[src/hdl/cdq_pkg.sv]
// Shared types and constants for the circular deque unit.
// Depends on nothing; every other file of the block imports it.
package cdq_pkg;

	localparam int DATA_W = 32;
	localparam int CNT_W  = 5;
	localparam logic [CNT_W-1:0] CAP_RESET = 5'd16;

	typedef enum logic [1:0] {
		OP_PUSH_FRONT = 2'd0,
		OP_PUSH_REAR  = 2'd1,
		OP_POP_FRONT  = 2'd2,
		OP_POP_REAR   = 2'd3
	} opcode_t;

	typedef enum logic [1:0] {
		ST_OK    = 2'd0,
		ST_FULL  = 2'd1,
		ST_EMPTY = 2'd2
	} status_t;

	typedef struct packed {
		opcode_t                   opcode;
		logic signed [DATA_W-1:0]  push_value;
	} req_t;

	typedef struct packed {
		status_t                   status;
		logic signed [DATA_W-1:0]  pop_value;
		logic [CNT_W-1:0]          occupancy;
	} rsp_t;

	typedef struct packed {
		status_t           status;
		logic [CNT_W-1:0]  occupancy;
		logic              pop_ok;
	} res_t;

endpackage

[src/hdl/cdq_ram.sv]
// Single-port ring store of the circular deque with a registered read.
// Depends on cdq_pkg for the data width.
module cdq_ram
	import cdq_pkg::*;
#(
	parameter int DEPTH = 16,
	parameter int IW    = 4
) (
	input  logic                     clk,
	input  logic                     we,
	input  logic                     re,
	input  logic [IW-1:0]            addr,
	input  logic signed [DATA_W-1:0] wdata,
	output logic signed [DATA_W-1:0] rdata
);

	logic signed [DATA_W-1:0] mem [DEPTH];
	logic signed [DATA_W-1:0] rdata_q;

	always_ff @(posedge clk) begin
		if (we) begin
			mem[addr] <= wdata;
		end
	end

	always_ff @(posedge clk) begin
		if (re) begin
			rdata_q <= mem[addr];
		end
	end

	assign rdata = rdata_q;

endmodule

[src/hdl/cdq_ctrl.sv]
// Front, rear and count registers of the circular deque and the store access they issue.
// Depends on cdq_pkg for opcodes, status codes and the result struct.
module cdq_ctrl
	import cdq_pkg::*;
#(
	parameter int DEPTH = 16,
	parameter int IW    = 4
) (
	input  logic             clk,
	input  logic             arst_n,
	input  logic             acc,
	input  opcode_t          opcode,
	input  logic [CNT_W-1:0] capacity,
	output logic             mem_we,
	output logic             mem_re,
	output logic [IW-1:0]    mem_addr,
	output res_t             res
);

	localparam int CW = (IW > CNT_W) ? IW : CNT_W;
	localparam logic [CNT_W-1:0] DEPTH_CAP = (DEPTH > 31) ? 5'd31 : CNT_W'(DEPTH);

	logic [IW-1:0]    front_q, rear_q, front_d, rear_d;
	logic [CNT_W-1:0] count_q, count_d;
	logic [CNT_W-1:0] cap_eff;
	logic             full, empty;

	function automatic logic [IW-1:0] wrap_inc(input logic [IW-1:0] idx,
			input logic [CNT_W-1:0] cap);
		logic [CW-1:0] i;
		logic [CW-1:0] c;
		i = CW'(idx);
		c = CW'(cap) - CW'(1);
		return (i >= c) ? '0 : idx + IW'(1);
	endfunction

	function automatic logic [IW-1:0] wrap_dec(input logic [IW-1:0] idx,
			input logic [CNT_W-1:0] cap);
		logic [CW-1:0] c;
		c = CW'(cap) - CW'(1);
		return (idx == '0) ? IW'(c) : idx - IW'(1);
	endfunction

	always_comb begin
		if (capacity == '0) begin
			cap_eff = CNT_W'(1);
		end else if (capacity > DEPTH_CAP) begin
			cap_eff = DEPTH_CAP;
		end else begin
			cap_eff = capacity;
		end
	end

	assign full  = (count_q >= cap_eff);
	assign empty = (count_q == '0);

	always_comb begin
		front_d    = front_q;
		rear_d     = rear_q;
		count_d    = count_q;
		mem_we     = 1'b0;
		mem_re     = 1'b0;
		mem_addr   = '0;
		res.status = ST_OK;
		res.pop_ok = 1'b0;
		case (opcode)
			OP_PUSH_FRONT, OP_PUSH_REAR: begin
				if (full) begin
					res.status = ST_FULL;
				end else begin
					mem_we  = acc;
					count_d = count_q + CNT_W'(1);
					if (empty) begin
						front_d  = '0;
						rear_d   = '0;
						mem_addr = '0;
					end else if (opcode == OP_PUSH_FRONT) begin
						front_d  = wrap_dec(front_q, cap_eff);
						mem_addr = front_d;
					end else begin
						rear_d   = wrap_inc(rear_q, cap_eff);
						mem_addr = rear_d;
					end
				end
			end
			OP_POP_FRONT, OP_POP_REAR: begin
				if (empty) begin
					res.status = ST_EMPTY;
				end else begin
					mem_re     = acc;
					res.pop_ok = 1'b1;
					count_d    = count_q - CNT_W'(1);
					mem_addr   = (opcode == OP_POP_FRONT) ? front_q : rear_q;
					if (count_d == '0) begin
						front_d = '0;
						rear_d  = '0;
					end else if (opcode == OP_POP_FRONT) begin
						front_d = wrap_inc(front_q, cap_eff);
					end else begin
						rear_d = wrap_dec(rear_q, cap_eff);
					end
				end
			end
			default: begin
				res.status = ST_OK;
			end
		endcase
		res.occupancy = count_d;
	end

	always_ff @(posedge clk or negedge arst_n) begin
		if (!arst_n) begin
			front_q <= '0;
			rear_q  <= '0;
			count_q <= '0;
		end else if (acc) begin
			front_q <= front_d;
			rear_q  <= rear_d;
			count_q <= count_d;
		end
	end

`ifndef SYNTH
	// An empty deque always has both indices parked on slot zero.
	a_empty_parked: assert property (@(posedge clk) disable iff (!arst_n)
		(count_q == '0) |-> (front_q == '0 && rear_q == '0))
		else $error("empty deque with indices off slot zero");

	a_one_access: assert property (@(posedge clk) disable iff (!arst_n)
		$countones({mem_we, mem_re}) <= 1)
		else $error("store written and read in the same cycle");

	a_idle_hold: assert property (@(posedge clk) disable iff (!arst_n)
		!acc |=> ($stable(count_q) && $stable(front_q) && $stable(rear_q)))
		else $error("deque state changed without an accepted beat");
`endif

endmodule

[src/hdl/circular_deque_unit.sv]
// Top level of the circular deque unit: capacity register, control, ring store, result stage.
// Depends on cdq_pkg, cdq_ctrl and cdq_ram.
//
// The unit takes one request beat per clock and returns one response beat for each, in the
// cycle after the request is accepted. Index and count updates finish in the cycle of
// acceptance, and a pop's value comes from the ring store's registered read port into the
// response stage, so a pop may directly follow a push to the same slot. Requests stall only
// while the response stage holds a beat that the receiver is stalling. The ring store is
// not cleared at reset; entries are written before they are read while capacity is unchanged.
module circular_deque_unit
	import cdq_pkg::*;
#(
	parameter int DEPTH = 16
) (
	input  logic             clk,
	input  logic             arst_n,
	input  logic             cfg_wr_en,
	input  logic [CNT_W-1:0] cfg_wr_data,
	input  logic             req_valid,
	output logic             req_stall,
	input  req_t             req,
	output logic             rsp_valid,
	input  logic             rsp_stall,
	output rsp_t             rsp
);

	localparam int IW = $clog2(DEPTH);

	logic [CNT_W-1:0]         capacity_q;
	logic                     acc;
	logic                     mem_we, mem_re;
	logic [IW-1:0]            mem_addr;
	logic signed [DATA_W-1:0] rdata;
	res_t                     res;
	res_t                     res_s1;
	logic                     valid_s1;

	always_ff @(posedge clk or negedge arst_n) begin
		if (!arst_n) begin
			capacity_q <= CAP_RESET;
		end else if (cfg_wr_en) begin
			capacity_q <= cfg_wr_data;
		end
	end

	assign req_stall = valid_s1 && rsp_stall;
	assign acc       = req_valid && !req_stall;

	cdq_ctrl #(
		.DEPTH (DEPTH),
		.IW    (IW)
	) u_ctrl (
		.clk      (clk),
		.arst_n   (arst_n),
		.acc      (acc),
		.opcode   (req.opcode),
		.capacity (capacity_q),
		.mem_we   (mem_we),
		.mem_re   (mem_re),
		.mem_addr (mem_addr),
		.res      (res)
	);

	cdq_ram #(
		.DEPTH (DEPTH),
		.IW    (IW)
	) u_ram (
		.clk   (clk),
		.we    (mem_we),
		.re    (mem_re),
		.addr  (mem_addr),
		.wdata (req.push_value),
		.rdata (rdata)
	);

	always_ff @(posedge clk or negedge arst_n) begin
		if (!arst_n) begin
			valid_s1 <= 1'b0;
		end else if (acc) begin
			valid_s1 <= 1'b1;
		end else if (!rsp_stall) begin
			valid_s1 <= 1'b0;
		end
	end

	always_ff @(posedge clk) begin
		if (acc) begin
			res_s1 <= res;
		end
	end

	assign rsp_valid     = valid_s1;
	assign rsp.status    = res_s1.status;
	assign rsp.occupancy = res_s1.occupancy;
	assign rsp.pop_value = res_s1.pop_ok ? rdata : '0;

endmodule
[config.mk]
export PLATFORM = sky130hd
export DESIGN_NAME = circular_deque_unit
export DESIGN_NICKNAME = d
export VERILOG_FILES = /design/src/hdl/cdq_pkg.sv /design/src/hdl/cdq_ram.sv /design/src/hdl/cdq_ctrl.sv /design/src/hdl/circular_deque_unit.sv
export SDC_FILE = /design/constraint.sdc
export NUM_CORES = 1
export LEC_CHECK = 0
export BUFFER_PORTS_ARGS = -buffer_cell sky130_fd_sc_hd__buf_2
export CAP_MARGIN = 20
export CELL_PAD_IN_SITES_DETAIL_PLACEMENT = 0
export CELL_PAD_IN_SITES_GLOBAL_PLACEMENT = 1
export CORE_MARGIN = 2
export CORE_UTILIZATION = 45
export CTS_BUF_LIST = sky130_fd_sc_hd__clkbuf_2 sky130_fd_sc_hd__clkbuf_4 sky130_fd_sc_hd__clkbuf_8
export CTS_CLUSTER_DIAMETER = 100
export CTS_CLUSTER_SIZE = 24
export DETAILED_ROUTE_END_ITERATION = 12
export PLACE_DENSITY = 0.68
export SLEW_MARGIN = 20
export SYNTH_ARGS = -nofsm -noshare
export SYNTH_HDL_FRONTEND = slang
export SYNTH_SLANG_ARGS = --single-unit
[constraint.sdc]
create_clock -name clk -period 7.1 [get_ports clk]
set_clock_uncertainty 0.05 [all_clocks]
set_input_delay 0.71 -clock clk [delete_from_list [all_inputs] [get_ports clk]]
set_output_delay 0.71 -clock clk [all_outputs]
set_load 0.02 [all_outputs]
## Word-level counts from Yosys, hierarchy flattened

Memory sizes are Yosys's and may differ from the RTL's. A register that Yosys moved wholly into a read port is not among the register bits.
Cells that the tools add are included.

| cells by class | value |
|---|---|
| mux-type cells | 42 |
| $add $sub $neg | 7 |
| reductions and logical operators | 13 |
| magnitude comparators | 4 |
| eq/ne operators | 10 |

Operators with widths:

| kind | number |
|---|---|
| 2-to-1 mux 4 bit | 21 |
| 2-to-1 mux 32 bit | 1 |
| case mux 4 bit (2 select lines) | 3 |
| 2-to-1 mux 5 bit | 4 |
| zero test 5 bit | 3 |
| >= comparator 4 x 5 -> 1 bit | 2 |
| 2-to-1 mux 1 bit | 10 |
| case mux 5 bit (2 select lines) | 1 |
| AND reduction 5 bit | 2 |
| subtractor 5 x 1 -> 5 bit (second input constant) | 2 |
| adder 4 x 1 -> 4 bit (second input constant) | 2 |
| zero test 4 bit | 2 |
| subtractor 4 x 1 -> 4 bit (second input constant) | 2 |
| != test 3 x 1 -> 1 bit (second input constant) | 2 |
| adder 5 x 1 -> 5 bit (second input constant) | 1 |
| >= comparator 5 bit | 1 |
| greater-than comparator 5 bit (second input constant) | 1 |
| == test 2 bit (second input constant) | 2 |
| != test 2 bit (second input constant) | 2 |
| case mux 2 bit (2 select lines) | 1 |
| OR reduction 2 bit | 2 |
| != test 3 x 2 -> 1 bit (second input constant) | 1 |
| != test 3 bit (second input constant) | 1 |
| == test 2 x 1 -> 1 bit (second input constant) | 1 |
| other kinds (5) | 6 |

| storage, ports and cells | value |
|---|---|
| memories kept | 1 |
| logic and storage cells | 85 |
| input port bits | 44 |
| memory bits (writable) | 512 |
| register bits | 27 |

Memory list:

| name | depth | width | rd ports | clocked after Yosys merged registers in | write ports | RTL line | text |
|---|---|---|---|---|---|---|---|
| u_ram.mem | 16 | 32 | 1 | 1 | 1 | cdq_ram.sv:17 | `logic signed [DATA_W-1:0] mem [DEPTH];` |

## Depth between registers and ports, before layout

| depth | value |
|---|---|
| depth in word-level cells | 10 |
| depth in mapped cells | 17 |
| gate-level depth less buffers | 13 |

## Hierarchy

A second synthesis with hierarchy kept.

| second synthesis, totals | value |
|---|---|
| cell total of the unflattened synthesis | 1135 |
| area total of the unflattened synthesis | 22729.3 µm² |

By module, submodules not included:

| module | cells an instance | area an instance (µm²) | instances |
|---|---|---|---|
| cdq_ram | 840 | 20183.1 | 1 |
| cdq_ctrl | 231 | 1809.2 | 1 |
| circular_deque_unit | 64 | 737.0 | 1 |

## Worst setup path before layout

Ideal clock, no wire load.

| timing path | value |
|---|---|
| kind | register to register |
| from | register capacity_q[4] |
| to | memory u_ram.mem[11][0] (enable) |
| period minus slack after synthesis | 5.230 ns |
| data required time | 6.629 ns |
| buffers on the path | 2 |
| setup time | 0.421 ns |
| cell stages (with the launch flop) | 15 |
| data arrival time | 4.759 ns |
| setup slack | 1.870 ns |
| cells stage by stage | dfstp_2 -> clkinv_1 -> o21ai_1 -> ha_1 -> xor2_1 -> ha_1 -> a21oi_1 -> o21ai_0 -> maj3_2 -> a21oi_1 -> o221a_2 -> buf_4 -> clkbuf_1 -> nand4_1 -> nor2_1 |

| on the way | value |
|---|---|
| word-level cells in the longest chain between the ends | 10 |
| elaborated cells between the ends (all ways) | 17 |
| classes of those cells | add/sub: 1; order compare: 3; mux: 12; reduce/logical: 1 |

Ends and longest elaborated chain:

| item | RTL line | text |
|---|---|---|
| from (decl) | circular_deque_unit.sv:29 | `logic [CNT_W-1:0] capacity_q;` |
| from (signal assigned) | circular_deque_unit.sv:42 | `capacity_q <= cfg_wr_data;` |
| greater-than comparator 5 bit | cdq_ctrl.sv:47 | `end else if (capacity > DEPTH_CAP) begin` |
| 2-to-1 mux 5 bit | cdq_ctrl.sv:47 |  |
| 2-to-1 mux 5 bit (*) | cdq_ctrl.sv:45 | `if (capacity == '0) begin` |
| subtractor 5 x 1 -> 5 bit | cdq_ctrl.sv:40 | `c = CW'(cap) - CW'(1);` |
| >= comparator 4 x 5 -> 1 bit | cdq_ctrl.sv:34 | `return (i >= c) ? '0 : idx + IW'(1);` |
| 2-to-1 mux 4 bit | cdq_ctrl.sv:34 |  |
| 2-to-1 mux 4 bit | cdq_ctrl.sv:77 | `end else if (opcode == OP_PUSH_FRONT) begin` |
| 2-to-1 mux 4 bit | cdq_ctrl.sv:73 | `if (empty) begin` |
| 2-to-1 mux 4 bit | cdq_ctrl.sv:68 | `if (full) begin` |
| case mux 4 bit (2 select lines) | cdq_ctrl.sv:66 | `case (opcode)` |
| to (decl) | cdq_ram.sv:17 |  |

Mark *: on every way between the ends. The rest lies on a longest branch, timed or not.

## Final worst setup path

| timing path | value |
|---|---|
| from | register capacity_q[4] |
| to | memory u_ram.mem[5][25] (enable) |

Same word-level chain as after synthesis.

==> metrics.txt <==
status finished, final reports clean; CP Launch Type flip-flop; Lkg Pwr just over 0.008 uW; final worst-path cycle share 84.4%; Area contributors post-synth edfxtp_1, nand3_1, o21ai_0; number of diodes 0; combinational fraction of design power 42.4%; Period minus WS final 5.99 ns; share of post-route cells with drive strength above 1 13.8%; Total Routing Usage GR 22.4%; drt total wl 62.8 mm; Synth cell types 70; Yosys reg bits 571; R2R cell count 13; ANT nets after route 0; register share of total power between 40% and 50%; hpwl dp 35.3 mm; async set-reset flop share out of synthesis between 3 and 4%; CTS max path bufs 3; number of iterations in the first detailed-routing pass 5; num rows between 80 and 90; DRC 0; power density over the cells 369 mW/mm^2; grt ovf 0; Synth area leader edfxtp_1; Synth Flop Type edfxtp_1; Worst-path clk slew 0.14 ns; CTS tree done; antenna violations before repair 0; vias in the first global route 14800; Hold Slack roughly 0.18 ns; clk_lat worst skew 0.68 ns; num ports 85; multi-input logic area about 0.0065 sq mm; H-tree depth 1; sequential cell area roughly 0.017 sq mm; Synth top area share 68.7%; largest net degree at the start of global routing 161; clock sink count 571; setup ws final 1.11 ns; critical path type reg2reg; number of synthesized flops with an enable pin 552; number of buffers created by CTS 27; Die Footprint 0.0555 sq mm; count leader, synth edfxtp_1; Setup crit end kind flip-flop; CP Max Fanout 43; WP data arrival 6.29 ns; first-pass GRT wire length around 95 mm; pre-CTS setup slack 1.14 ns; Area Growth Syn to Fin 6.77%; Post-Synthesis Cell Area 0.0241 sq mm; WHS Path Cells 2; die height 236 microns; Final nets 1801; Hold WC Path Type in2reg; Fin. Hold Viols 0; Worst slew margin about a quarter; Hold Crit Endpoint rsp_valid; Sw Share 41.1%; via count 14900; worst r2r src capacity_q[4]; max-slew violation count 0; crit path launch capacity_q[4]; Vias/cell 6.11; YS warnings 0; Synth Instances 1727; Mapped Nets about 1800; Slew @ Worst Pin roughly 1.1 ns; Core Area 0.0528 sq mm; initial core utilization 45.7%; Setup TNS Final 0 ns; Detailed Route Iter0 Violations 1398; maximum clock rate 0.167 GHz; CTS root buf clkbuf_8; Post-synth top cells edfxtp_1, nand3_1, o21ai_0, nand2_1, clkbuf_1; DR WL/cell between 20 and 30 microns; number of port buffers 84; sequential element share of the synthesized area 70.7%; die width approximately 240 microns; unrepaired setup endpoints after global routing false; worst vdd ir 0.000535 V; fillers 4560; Mapped Avg Cell Area 14.0 sq um; Critical Path RT 7.39 ns; Max-Cap Viols 0; GPL Wtd Cong 0.852; flop2flop setup slack 1.11 ns; worst hold start req_valid; reg-to-reg endpoint u_ram.mem[5][25]; Clock Power Share 14.3%; # setup viols final 0; P_sw 3900 uW; internal power approximately 5600 uW
[worst max-delay path by stage]
stage | to | slack, ns
final | u_ram.mem[5][25] | 1.11
after detailed placement | u_ram.mem[5][20] | 1.14
after global routing | u_ram.mem[5][25] | 0.76
after floorplan | u_ram.mem[11][0] | 1.87
after CTS | u_ram.mem[5][20] | 1.11
after global placement | u_ram.mem[5][24] | 1.32
[critical path, cell delays in order, from the launching register on]
cell and delay, ns:
dfstp_2 0.59, clkinv_1 0.19, o21ai_1 0.38, ha_1 0.31
xor2_1 0.33, ha_1 0.32, a21oi_1 0.21, o21ai_0 0.13
maj3_2 0.35, a21oi_1 0.35, o221a_4 0.65, nand4_1 0.53
nor2_4 0.80, buf_4 0.43
[stage by stage]
| step | area [sq um] | util (%) | total power, uW | std cells |
|---|---|---|---|---|
| after floorplan | 24100 | - | 6980 | 1727 |
| final | 25800 | 48.8 | 9510 | 2436 |
| after CTS | 25800 | 48.8 | 9560 | 2436 |
| after global routing | 25800 | 48.8 | 10000 | 2436 |
| after detailed placement | 25300 | 47.9 | 8220 | 2396 |
| after global placement | 25200 | 47.7 | 8200 | 2392 |
[repair_timing]
action                     4_1_cts  5_1_grt
setup endpoints to repair        0        0
hold endpoints to repair        18        0
resized for setup                0        0
hold buffers                     1        0
buffers inserted                 0        0
[per-layer routing]
| layer | up-vias | wire (microns) | track usage [%] |
|---|---|---|---|
| met5 | - | 0 | 0 |
| met3 | 98 | 3610 | 2.99 |
| li1 | 6720 | - | - |
| met1 | 7588 | 28200 | 32.5 |
| met4 | 0 | 1600 | 6.41 |
| met2 | 486 | 29400 | 35.3 |
[cells by family (layout without fill, tap and decap cells)]
| family | Yosys count | after routing | share of synthesized area, % |
|---|---|---|---|
| DFF | 571 | 571 | 70.7 |
| and+or+nand+nor | 555 | 555 | 12.0 |
| AOI/OAI and AO/OA | 333 | 333 | 9.23 |
| buffers and inverters | 161 | 182 | 3.15 |
| muxes | 77 | 77 | 3.57 |
| xor gates and xnor gates | 8 | 8 | 0.290 |
| adders and majority gates | 22 | 22 | 1.12 |
[power by group through the flow]
stage	clock network, uW	logic, uW	registers [uW]
after floorplan	0	2850	4130
after global placement	0	4010	4190
after detailed placement	0	4040	4190
after CTS	1400	4060	4110
after global routing	1500	4410	4130
final	1360	4030	4110
[area by class of cell]
cell class,instances,share of cell area (%)
Clock inverter,2,0.0340
Clock buffer,37,1.73
Timing Repair Buffer,123,3.14
Multi-Input combinational cell,995,25.3
Sequential cell,571,66.2
Inverter,20,0.301
Tap cell,688,3.34
[registers in the layout, indices dropped and copies added (netlist names)]
signal	cells
u_ram.mem	512
rsp	7
u_ram.rdata	32
capacity_q	5
u_ctrl.count_q	5
u_ctrl.rear_q	4
rsp_valid	1
res_s1	1
u_ctrl.front_q	4
[cell usage in the layout, fill, tap and decap left out, types with 35 or more instances in the layout]
cell type	count
and2_1	36
buf_2	84
edfxtp_1	552
mux2_1	35
mux2_2	38
nand2_1	89
nand3_1	259
nand4_1	69
o211ai_1	67
o21ai_0	135
(Power assumes the default switching activity.)
